## src/push_only_script_checker_core_defines.svh

```systemverilog
// Assertion helpers shared by the checker RTL.
// Simulation gets the checks; synthesis sees empty bodies.
`ifndef PUSH_ONLY_SCRIPT_CHECKER_CORE_DEFINES_SVH
`define PUSH_ONLY_SCRIPT_CHECKER_CORE_DEFINES_SVH

`ifndef SYNTHESIS

// Check that is switched off while reset is asserted (active low reset).
`define POCS_ASSERT(lbl, clk, rst_n, prop) \
    lbl: assert property (@(posedge clk) disable iff (!(rst_n)) (prop)) \
        else $error("push_only_script_checker: assertion failed");

// Check that must hold at every edge, reset included.
`define POCS_ASSERT_ALWAYS(lbl, clk, prop) \
    lbl: assert property (@(posedge clk) (prop)) \
        else $error("push_only_script_checker: invariant failed");

`else

`define POCS_ASSERT(lbl, clk, rst_n, prop)

`define POCS_ASSERT_ALWAYS(lbl, clk, prop)

`endif

`endif

```

## src/pocs_pkg.sv

```systemverilog
package pocs_pkg;

    // Parser phase; codes 6 and 7 never arise and are treated as failed.
    typedef enum logic [2:0] {
        PH_OPCODE  = 3'd0,
        PH_SKIP    = 3'd1,
        PH_LEN1    = 3'd2,
        PH_LEN2_LO = 3'd3,
        PH_LEN2_HI = 3'd4,
        PH_FAILED  = 3'd5
    } t_phase;

    localparam logic [7:0] MAX_DIRECT_PUSH = 8'd75;
    localparam logic [7:0] OPC_0           = 8'h00;
    localparam logic [7:0] OPC_PUSHDATA1   = 8'h4C;
    localparam logic [7:0] OPC_PUSHDATA2   = 8'h4D;
    localparam logic [7:0] OPC_1NEGATE     = 8'h4F;
    localparam logic [7:0] OPC_1           = 8'h51;
    localparam logic [7:0] OPC_16          = 8'h60;

    typedef struct packed {
        t_phase      phase;
        logic [15:0] skip_left;
        logic [7:0]  length_low;
    } t_parse_state;

    localparam t_parse_state PARSE_STATE_RESET = '{
        phase:      PH_OPCODE,
        skip_left:  16'd0,
        length_low: 8'd0
    };

    typedef struct packed {
        logic [7:0] data_byte;
        logic       has_byte;
        logic       last;
    } t_item;

endpackage

```

## src/pocs_if.sv

```systemverilog
// Script byte channel.
interface pocs_in_if;
    logic       valid;
    logic       ready;
    logic [7:0] data_byte;
    logic       has_byte;
    logic       last;

    modport source (output valid, output data_byte, output has_byte, output last,
                    input ready);
    modport sink   (input valid, input data_byte, input has_byte, input last,
                    output ready);
endinterface

// Verdict channel.
interface pocs_out_if;
    logic valid;
    logic ready;
    logic push_only;

    modport source (output valid, output push_only, input ready);
    modport sink   (input valid, input push_only, output ready);
endinterface

```

## src/pocs_step.sv

```systemverilog
module pocs_step (
    input  pocs_pkg::t_parse_state i_state,
    input  logic [7:0]             i_byte,
    input  logic                   i_has_byte,
    output pocs_pkg::t_parse_state o_state,
    output logic                   o_push_ok
);
    import pocs_pkg::*;

    t_parse_state byte_state;
    logic [15:0]  skip_len;
    logic         load_skip;
    logic [15:0]  skip_dec;

    assign skip_dec = i_state.skip_left - 16'd1;

    always_comb begin
        byte_state = i_state;
        skip_len   = 16'd0;
        load_skip  = 1'b0;
        unique case (i_state.phase)
            PH_OPCODE: begin
                if (i_byte >= 8'd1 && i_byte <= MAX_DIRECT_PUSH) begin
                    skip_len  = {8'd0, i_byte};
                    load_skip = 1'b1;
                end else if (i_byte == OPC_PUSHDATA1) begin
                    byte_state.phase = PH_LEN1;
                end else if (i_byte == OPC_PUSHDATA2) begin
                    byte_state.phase = PH_LEN2_LO;
                end else if (i_byte == OPC_0 || i_byte == OPC_1NEGATE ||
                             (i_byte >= OPC_1 && i_byte <= OPC_16)) begin
                    byte_state.phase = PH_OPCODE;
                end else begin
                    byte_state.phase = PH_FAILED;
                end
            end
            PH_SKIP: begin
                byte_state.skip_left = skip_dec;
                if (skip_dec == 16'd0) begin
                    byte_state.phase = PH_OPCODE;
                end
            end
            PH_LEN1: begin
                skip_len  = {8'd0, i_byte};
                load_skip = 1'b1;
            end
            PH_LEN2_LO: begin
                byte_state.length_low = i_byte;
                byte_state.phase      = PH_LEN2_HI;
            end
            PH_LEN2_HI: begin
                skip_len  = {i_byte, i_state.length_low};
                load_skip = 1'b1;
            end
            default: begin
                byte_state.phase = PH_FAILED;
            end
        endcase

        // zero length drops straight back to opcode
        if (load_skip) begin
            byte_state.skip_left = skip_len;
            byte_state.phase     = (skip_len != 16'd0) ? PH_SKIP : PH_OPCODE;
        end
    end

    assign o_state   = i_has_byte ? byte_state : i_state;
    assign o_push_ok = (o_state.phase == PH_OPCODE) || (o_state.phase == PH_SKIP);

endmodule

```

## src/push_only_script_checker_core.sv

```systemverilog
// Channel  | Dir | Payload                         | Transaction
// ---------+-----+---------------------------------+------------------------------
// i_in     | in  | data_byte[7:0] has_byte last    | one script byte or end marker
// o_out    | out | push_only                       | one verdict per script
//
// Each transaction enters a one-deep input register; the parser step runs on it
// there and, for a last item, the verdict then lands in the output register.
// Sustained rate is one transaction per cycle unless a last item waits on a stalled o_out.
// i_rst_n is synchronous and active low; it clears parser state and both valids.
// A stalled o_out holds the input stage only when it carries a last item;
// plain bytes keep moving, so i_in.ready drops only with both registers full.
`include "push_only_script_checker_core_defines.svh"

module push_only_script_checker_core (
    input  logic        i_clk,
    input  logic        i_rst_n,
    pocs_in_if.sink     i_in,
    pocs_out_if.source  o_out
);
    import pocs_pkg::*;

    // Input register stage
    logic         r_s1_valid;
    t_item        r_s1;

    // Parser state carried across bytes of one script
    t_parse_state r_state;
    t_parse_state n_state;
    logic         step_ok;

    // Output register
    logic         r_out_valid;
    logic         r_out_push_only;

    logic         s1_go;
    logic         in_fire;

    // A last item needs the output register free (or draining this cycle).
    assign s1_go   = r_s1_valid && (!r_s1.last || !r_out_valid || o_out.ready);
    assign i_in.ready = !r_s1_valid || s1_go;
    assign in_fire = i_in.valid && i_in.ready;

    always_ff @(posedge i_clk) begin
        if (!i_rst_n) begin
            r_s1_valid <= 1'b0;
        end else if (in_fire) begin
            r_s1_valid <= 1'b1;
        end else if (s1_go) begin
            r_s1_valid <= 1'b0;
        end
    end

    always_ff @(posedge i_clk) begin
        if (in_fire) begin
            r_s1.data_byte <= i_in.data_byte;
            r_s1.has_byte  <= i_in.has_byte;
            r_s1.last      <= i_in.last;
        end
    end

    pocs_step u_step (
        .i_state    (r_state),
        .i_byte     (r_s1.data_byte),
        .i_has_byte (r_s1.has_byte),
        .o_state    (n_state),
        .o_push_ok  (step_ok)
    );

    // Script state returns to reset after its last item.
    always_ff @(posedge i_clk) begin
        if (!i_rst_n) begin
            r_state <= PARSE_STATE_RESET;
        end else if (s1_go) begin
            r_state <= r_s1.last ? PARSE_STATE_RESET : n_state;
        end
    end

    always_ff @(posedge i_clk) begin
        if (!i_rst_n) begin
            r_out_valid <= 1'b0;
        end else if (s1_go && r_s1.last) begin
            r_out_valid <= 1'b1;
        end else if (o_out.ready) begin
            r_out_valid <= 1'b0;
        end
    end

    always_ff @(posedge i_clk) begin
        if (s1_go && r_s1.last) begin
            r_out_push_only <= step_ok;
        end
    end

    assign o_out.valid     = r_out_valid;
    assign o_out.push_only = r_out_push_only;

    // A verdict appears only from a last item leaving the input stage.
    `POCS_ASSERT(a_verdict_from_last, i_clk, i_rst_n,
        $rose(r_out_valid) |-> $past(s1_go && r_s1.last))
    // Parser is back at its reset state after a script ends.
    `POCS_ASSERT(a_state_cleared, i_clk, i_rst_n,
        $past(s1_go && r_s1.last) |-> (r_state == PARSE_STATE_RESET))
    // Input backpressure only when both registers are occupied.
    `POCS_ASSERT(a_ready_low_full, i_clk, i_rst_n,
        !i_in.ready |-> (r_s1_valid && r_s1.last && r_out_valid))
    // Skip phase always has bytes left to skip.
    `POCS_ASSERT_ALWAYS(a_skip_nonzero, i_clk,
        (r_state.phase == PH_SKIP) |-> (r_state.skip_left != 16'd0))

endmodule

```

## src/flat_wrapper.sv

```systemverilog
// flat-port wrapper written by rule: the top's interface ports become plain ports
module push_only_script_checker_core_flat import pocs_pkg::*;
  (i_clk, i_rst_n, i_in_valid, i_in_data_byte, i_in_has_byte, i_in_last, i_in_ready, o_out_valid, o_out_push_only, o_out_ready);
  pocs_in_if i_in_i ();
  pocs_out_if o_out_i ();
  input  logic i_clk;
  input  logic i_rst_n;
  input wire logic [$bits(i_in_i.valid)-1:0] i_in_valid;
  input wire logic [$bits(i_in_i.data_byte)-1:0] i_in_data_byte;
  input wire logic [$bits(i_in_i.has_byte)-1:0] i_in_has_byte;
  input wire logic [$bits(i_in_i.last)-1:0] i_in_last;
  output wire logic [$bits(i_in_i.ready)-1:0] i_in_ready;
  output wire logic [$bits(o_out_i.valid)-1:0] o_out_valid;
  output wire logic [$bits(o_out_i.push_only)-1:0] o_out_push_only;
  input wire logic [$bits(o_out_i.ready)-1:0] o_out_ready;
  assign i_in_i.valid = i_in_valid;
  assign i_in_i.data_byte = i_in_data_byte;
  assign i_in_i.has_byte = i_in_has_byte;
  assign i_in_i.last = i_in_last;
  assign i_in_ready = i_in_i.ready;
  assign o_out_valid = o_out_i.valid;
  assign o_out_push_only = o_out_i.push_only;
  assign o_out_i.ready = o_out_ready;
  push_only_script_checker_core u_core (.i_clk(i_clk), .i_rst_n(i_rst_n), .i_in(i_in_i), .o_out(o_out_i));
endmodule
```

## config.mk

```make
export PLATFORM = sky130hd
export DESIGN_NAME = push_only_script_checker_core_flat
export DESIGN_NICKNAME = d
export VERILOG_FILES = /design/src/pocs_pkg.sv /design/src/pocs_if.sv /design/src/pocs_step.sv /design/src/push_only_script_checker_core.sv /design/src/flat_wrapper.sv
export VERILOG_INCLUDE_DIRS = /design/src /design/src/src
export SDC_FILE = /design/constraint.sdc
export NUM_CORES = 1
export LEC_CHECK = 0
export BUFFER_PORTS_ARGS = -buffer_cell sky130_fd_sc_hd__buf_2
export CAP_MARGIN = 20
export CORE_UTILIZATION = 61
export CTS_CLUSTER_DIAMETER = 40
export DETAILED_ROUTE_END_ITERATION = 12
export GPL_ROUTABILITY_DRIVEN = 0
export PLACE_DENSITY = 0.88
export RECOVER_POWER = 100
export SYNTH_ARGS = -nofsm -noshare
export SYNTH_HDL_FRONTEND = slang
export SYNTH_HIERARCHICAL = 1
export SYNTH_SLANG_ARGS = --single-unit
```

## constraint.sdc

```tcl
create_clock -name i_clk -period 2.97 [get_ports i_clk]
set_clock_uncertainty 0.1 [all_clocks]
set_input_delay 0.594 -clock i_clk [delete_from_list [all_inputs] [get_ports i_clk]]
set_output_delay 0.594 -clock i_clk [all_outputs]
set_load 0.02 [all_outputs]
```

==> metrics.md, run 1 <==
| Metric | Value |
|---|---|
| Final period utilization | `94.3%` |
| Drt total wl | `approximately 6500 um` |
| HPWL Detailed | `4350 um` |
| Max Fclk | `357 MHz` |
| Distinct cell type count after synthesis | `63` |
| Crit path required time | `approximately 3 ns` |
| CP max stage delay | `around 0.65 ns` |
| CP Depth | `7` |
| Core Area | `4060 um2` |
| DR pass1 iterations | `6` |
| Synthesized area per cell | `slightly above 9 um2` |
| CP Capture Type | `flop` |
| CTS Buffer Depth | `2` |
| CP max-delay cell | `or4_1` |
| RSZ-0062 raised after global routing | `no` |
| Critical Path Start Type | `flop` |
| Critical path cell sequence | `or4_1 > o31a_4 > a211oi_2 > a211oi_1 > a311oi_1 > a211oi_1 > a22o_1` |
| Row cnt | `23` |
| Pwr/cell area | `438 nW/um2` |
| VDD IR max | `between 300 and 400 uV` |
| Synthesis Warnings | `6` |
| Syn-to-layout area delta | `6.89%` |
| Seq/Total Area, Yosys | `35.1%` |
| Sequential cell area | `around 910 um2` |
| Final hold viol count | `0` |
| DIE AREA | `between 4000 and 5000 um2` |
| Root buf cell | `clkbuf_8` |
| Hold crit path type | `in -> reg` |
| Share of layout cells above drive strength 1 | `15.8%` |
| Port bufs | `16` |
| First-pass GRT wire length | `around 10,000 um` |
| Fin Setup TNS | `0 ns` |
| Post-synth top flop | `dfxtp_1` |
| Post-synth EDFFs | `11` |
| CTS clk-pin slew, worst paths | `0.08 ns` |
| Setup CP Type | `reg -> reg` |
| Cell taking the most area after synthesis | `dfxtp_1` |
| Critical R2R Launch | `u_core/r_s1[5]` |
| Final setup viols | `0` |
| Largest net degree at the start of global routing | `28` |
| Area occupied by multi-input gates | `between 1500 and 2000 um2` |
| Share of flip-flops with an asynchronous set or reset | `0%` |
| DIE HEIGHT | `approximately 67 um` |
| Post-Synthesis Net Count | `302` |
| Count leader, synth | `a22o_1` |
| DRC | `0` |
| P_leak | `roughly 0.0010 uW` |
| Post-synth top cells | `a22o_1, dfxtp_1, nand2_1, o21ai_0, nor2_1` |
| R2R depth | `7` |
| Min Clock Period, post-route | `2.80 ns` |
| Hold Worst Slack | `0.371 ns` |
| Crit-path leading delay family | `compound AO/OA/AOI/OAI gates` |
| Flops & latches, synth | `40` |
| Most used cell, CP | `a211oi_1` |
| Share of the core filled with cells | `68.4%` |
| Clock latency at the later pin of the worst-skew pair | `approximately 0.3 ns` |
| Vias in the first global route | `2,135` |
| Share of the synthesized area in the top cell type | `between 20% and 30%` |
| Syn Inst Count | `~290` |
| Ant. Diodes | `0` |
| Critical Path AT | `2.90 ns` |
| Max Cap Viol | `0` |
| Remaining antenna violation count | `0` |
| Max Slew Vio Count | `0` |
| Buffer count from post-CTS setup fixing | `0` |
| CP bufs+invs | `0` |
| # clock sinks | `40` |
| Htree depth | `2` |
| GRT Overall Usage | `30.2%` |
| CTS tree | `built` |
| Via count | `between 2k and 2.5k` |
| Fill count | `324` |
| Hold path depth | `1` |
| Synthesized cell area | `2600 um2` |
| Net count, final | `312` |
| Boundary pin count | `17` |
| Rel. slew slack | `34.1%` |
| Non-filler instance count after layout | `roughly 350` |
| Initial drt markers | `slightly above 300` |
| Post_cts resized | `0` |
| DR WL/cell | `18.7 um` |
| Total grt overflow | `0` |
| Crit Path Max Fanout | `7` |
| CTS Hold Bufs | `0` |
| Outcome | `finished clean` |
| Reg-to-reg slack, setup | `roughly 0.17 ns` |
| Post-Place Cells | `338` |
| Initial Util | `64.0%` |
| CTS buffer count | `5` |
| Worst-Margin Slew | `0.984 ns` |
| Die width | `about 67 um` |
| Hold path startpoint | `i_in_data_byte[0]` |
| Hold endpoint | `u_core/r_s1[2]` |
| Initial antenna violation count | `0` |
| DR vias/cell | `between 7 and 8` |
| Top post-synthesis cells by area | `dfxtp_1, edfxtp_1, a22o_1, mux2_2, nand2_1` |
| FF-to-FF End | `u_core/r_state[15]` |
[metrics by stage]
step	worst slack (ns)	total power [uW]	instance area, um2
2_1_floorplan	0.531	737	2600
3_3_place_gp	0.348	775	2680
3_5_place_dp	0.310	779	2680
4_1_cts	0.284	1210	2780
5_1_grt	0.0751	1250	2780
6_report	0.169	1210	2780
[logic make-up after synthesis]
family / Yosys count / synth area share [%]
and+or+nand+nor: 101 / 21.7
AOI/OAI and AO/OA: 97 / 29.8
DFF: 40 / 35.1
buffers and inverters: 28 / 5.45
muxes: 9 / 3.86
xor gates and xnor gates: 8 / 2.70
adders and majority gates: 3 / 1.35
[metal layers]
| layer | global-route usage, % | vias up | share of wire [%] |
|---|---|---|---|
| met5 | 0 | - | 0 |
| met4 | 12.5 | 0 | 2.9 |
| met3 | 7.77 | 21 | 9.5 |
| met2 | 47.0 | 155 | 45 |
| met1 | 39.4 | 1150 | 42 |
| li1 | - | 1133 | - |
[worst max-delay path by stage]
stage	start	end	slack, ns
2_1_floorplan	u_core/r_s1[4]	u_core/r_state[24]	0.53
3_3_place_gp	u_core/r_s1[9]	u_core/r_state[16]	0.35
3_5_place_dp	u_core/r_s1[5]	u_core/r_state[15]	0.31
4_1_cts	u_core/r_s1[5]	u_core/r_state[15]	0.28
5_1_grt	u_core/r_s1[5]	u_core/r_state[15]	0.08
6_report	u_core/r_s1[5]	u_core/r_state[15]	0.17
[placed cells by master (no fill, tap or decap), types with 6 or more instances in the layout]
cell | synthesis | layout
nand3_1 | 10 | 10
buf_4 | 6 | 6
inv_1 | 7 | 7
nand2_1 | 22 | 22
nor2_1 | 14 | 15
o21ai_0 | 15 | 15
a22o_1 | 33 | 33
edfxtp_1 | 11 | 11
nor3_1 | 8 | 8
nand4_1 | 7 | 7
buf_2 | 4 | 13
dfxtp_1 | 29 | 29
nor4_1 | 7 | 7
a21oi_1 | 11 | 11
mux2_2 | 8 | 8
[power by group]
part           total, uW  switching (uW)  internal, uW
Sequential           597            22.5           575
Clock                442             192           249
Combinational        176             104          71.8
Total               1210             319           896
[layout make-up]
| cell class | count | area share (%) |
|---|---|---|
| Clock buffer | 6 | 2.61 |
| Clock inverter | 2 | 1.26 |
| Inverter | 7 | 0.947 |
| Multi-Input combinational cell | 218 | 55.2 |
| Sequential cell | 40 | 32.8 |
| Tap cell | 50 | 2.25 |
| Timing Repair Buffer | 24 | 4.91 |
[state kept, by name, indices dropped and copies added, names as in the netlist]
register                cells
u_core/r_state             27
u_core/o_out.push_only      1
u_core/o_out.valid          1
u_core/r_s1                10
u_core/r_s1_valid           1
No activity file was read; power rests on OpenSTA's default activity.
==> run 2: changes to the inputs <==
- CORE_MARGIN: not set -> 1.5
==> run 2 against run 1 <==
  * Cell area decreased by 0.27%
  * Sequential power about the same
  * Via count up 0.28%
  * Clock power hardly changed
  * Global-route usage fell by 1.3 points
  * Utilization is 0.19 points lower
  * Wire length fell by 2.8%
  * Largest cell class unchanged
  * Setup slack better by 0.025 ns
  * Largest power group unchanged
  * Non-clock buffer count is the same
==> metrics.md, run 2 (synthesis results as in run 1) <==
| Metric | Value |
|---|---|
| DRC | `0 (unchanged)` |
| Remaining antenna violation count | `0 (unchanged)` |
| Boundary pin count | `17 (unchanged)` |
| Htree depth | `2 (unchanged)` |
| Share of layout cells above drive strength 1 | `16.2% (+0.34 points)` |
| Ant. Diodes | `0 (unchanged)` |
| VDD IR max | `389 uV (+17%)` |
| R2R depth | `7 (unchanged)` |
| Drt total wl | `6310 um (-2.8%)` |
| CP max-delay cell | `or4_1` |
| Min Clock Period, post-route | `2.78 ns (-0.0246 ns)` |
| Largest register FFs | `27 (unchanged)` |
| Critical R2R Launch | `u_core/r_s1[5]` |
| Critical path cell sequence | `or4_1 > o31a_2 > a211oi_2 > a211oi_1 > a311oi_1 > a211oi_1 > a22o_1` |
| Critical Path AT | `2.87 ns (-0.03 ns)` |
| Largest net degree at the start of global routing | `28 (unchanged)` |
| Port bufs | `16 (unchanged)` |
| CTS clk-pin slew, worst paths | `0.08 ns (about the same)` |
| Setup CP Type | `reg -> reg` |
| Row cnt | `23 (unchanged)` |
| CTS Hold Bufs | `0 (unchanged)` |
| Commonest non-fill, non-tap cells in the layout | `a22o_1, dfxtp_1, nand2_1, o21ai_0, nor2_1` |
| Crit-path leading delay family | `compound AO/OA/AOI/OAI gates` |
| RSZ-0062 raised after global routing | `no` |
| First-pass GRT wire length | `9890 um (-2.6%)` |
| P_leak | `0.00101 uW (-0.77%)` |
| Die width | `68.2 um (+1.5%)` |
| Final hold viol count | `0 (unchanged)` |
| Reg-to-reg slack, setup | `0.19 ns (+0.02 ns)` |
| Sequential cell area | `911 um2 (unchanged)` |
| GRT Overall Usage | `28.9% (-1.3 points)` |
| CTS buffer count | `5 (unchanged)` |
| Max Slew Vio Count | `0 (unchanged)` |
| M3 GR Usage | `6.41% (-1.4 points)` |
| CP max stage delay | `0.62 ns (-0.03 ns)` |
| Crit path required time | `3.06 ns (about the same)` |
| Max Fclk | `360 MHz (+0.89%)` |
| Top Usage Layer GRT | `met2` |
| Area occupied by multi-input gates | `1520 um2 (-0.74%)` |
| CP bufs+invs | `0 (unchanged)` |
| Final setup viols | `0 (unchanged)` |
| Most used cell, CP | `a211oi_1` |
| Final period utilization | `93.5% (-0.83 points)` |
| Fin Setup TNS | `0 ns (unchanged)` |
| Hold endpoint | `u_core/r_s1[1]` |
| Hold path depth | `1 (unchanged)` |
| Max Cap Viol | `0 (unchanged)` |
| HPWL Detailed | `4340 um (-0.12%)` |
| Hold Worst Slack | `0.366 ns (-0.00445 ns)` |
| Pwr/cell area | `439 nW/um2 (+0.19%)` |
| Outcome | `finished clean` |
| Initial drt markers | `357 (+16%)` |
| Crit Path Max Fanout | `7 (unchanged)` |
| CTS tree | `built` |
| Critical Path Start Type | `flop` |
| CTS Buffer Depth | `2 (unchanged)` |
| DIE AREA | `4660 um2 (+3.0%)` |
| Routing usage on met1 | `38.8% (-0.67 points)` |
| FF-to-FF End | `u_core/r_state[15]` |
| Via count | `2,466 (+0.28%)` |
| Commonest non-fill, non-tap cell in the layout | `a22o_1` |
| Fill count | `326 (+0.62%)` |
| Biggest regs | `u_core/r_state (27), u_core/r_s1 (10)` |
| Initial Util | `64.0% (unchanged)` |
| Net count, final | `312 (unchanged)` |
| DR WL/cell | `18.2 um (-2.8%)` |
| Hold crit path type | `in -> reg` |
| Initial antenna violation count | `0 (unchanged)` |
| Buffer count from post-CTS setup fixing | `0 (unchanged)` |
| DR pass1 iterations | `5 (-1)` |
| Syn-to-layout area delta | `6.60%` |
| Vias in the first global route | `2,055 (-3.7%)` |
| Core Area | `4060 um2 (unchanged)` |
| Total grt overflow | `0 (unchanged)` |
| Post_cts resized | `0 (unchanged)` |
| Worst-Margin Slew | `0.734 ns (-0.250 ns)` |
| Hold path startpoint | `i_in_has_byte` |
| GR Layer Usage met2 | `46.0% (-1.0 points)` |
| # clock sinks | `40 (unchanged)` |
| Root buf cell | `clkbuf_8` |
| DR vias/cell | `7.11 (+0.28%)` |
| CP Capture Type | `flop` |
| DIE HEIGHT | `68.2 um (+1.5%)` |
| Clock latency at the later pin of the worst-skew pair | `0.30 ns (about the same)` |
| Rel. slew slack | `51.0% (+17 points)` |
| Largest Register | `u_core/r_state` |
run 2: cell type report:
class                   instances  share of cell area [%]
multi-input cells             218                    54.9
flip-flops and latches         40                    32.9
repair buffers                 24                    4.93
clock buffers                   5                    2.49
well taps                      50                    2.26
clock inverters                 3                    1.54
inverters                       7                   0.949
run 2: metal layers:
metal  up-vias  share of wire [%]  wire length [um]
li1       1139                  -                 -
met1      1170                 42              2650
met2       140                 46              2930
met3        17                9.7               610
met4         0                1.9               122
met5         -                  0                 0
run 2: worst max-delay path by stage:
stage	startpoint	to	cells past startpoint
final	u_core/r_s1[5]	u_core/r_state[15]	7
after global placement	u_core/r_s1[4]	u_core/r_state[15]	7
after detailed placement	u_core/r_s1[9]	u_core/r_state[16]	7
after CTS	u_core/r_s1[9]	u_core/r_state[16]	7
after floorplan	u_core/r_s1[4]	u_core/r_state[24]	7
after global routing	u_core/r_s1[5]	u_core/r_state[15]	7
run 2: stage by stage:
step / power [uW] / util, % / instances / cell area [um2] / setup WS [ns]
final: 1210 / 68.2 / 347 / 2770 / 0.194
after detailed placement: 779 / 66.0 / 338 / 2680 / 0.290
after global routing: 1260 / 68.2 / 347 / 2770 / 0.0921
after CTS: 1220 / 68.7 / 346 / 2790 / 0.260
after global placement: 775 / 66.0 / 338 / 2680 / 0.344
after floorplan: 737 / - / 286 / 2600 / 0.531
run 2: where the power goes:
part	internal [uW]	switching (uW)
logic	70.9	99.6
clock network	249	197
registers	575	23.6
total	894	320
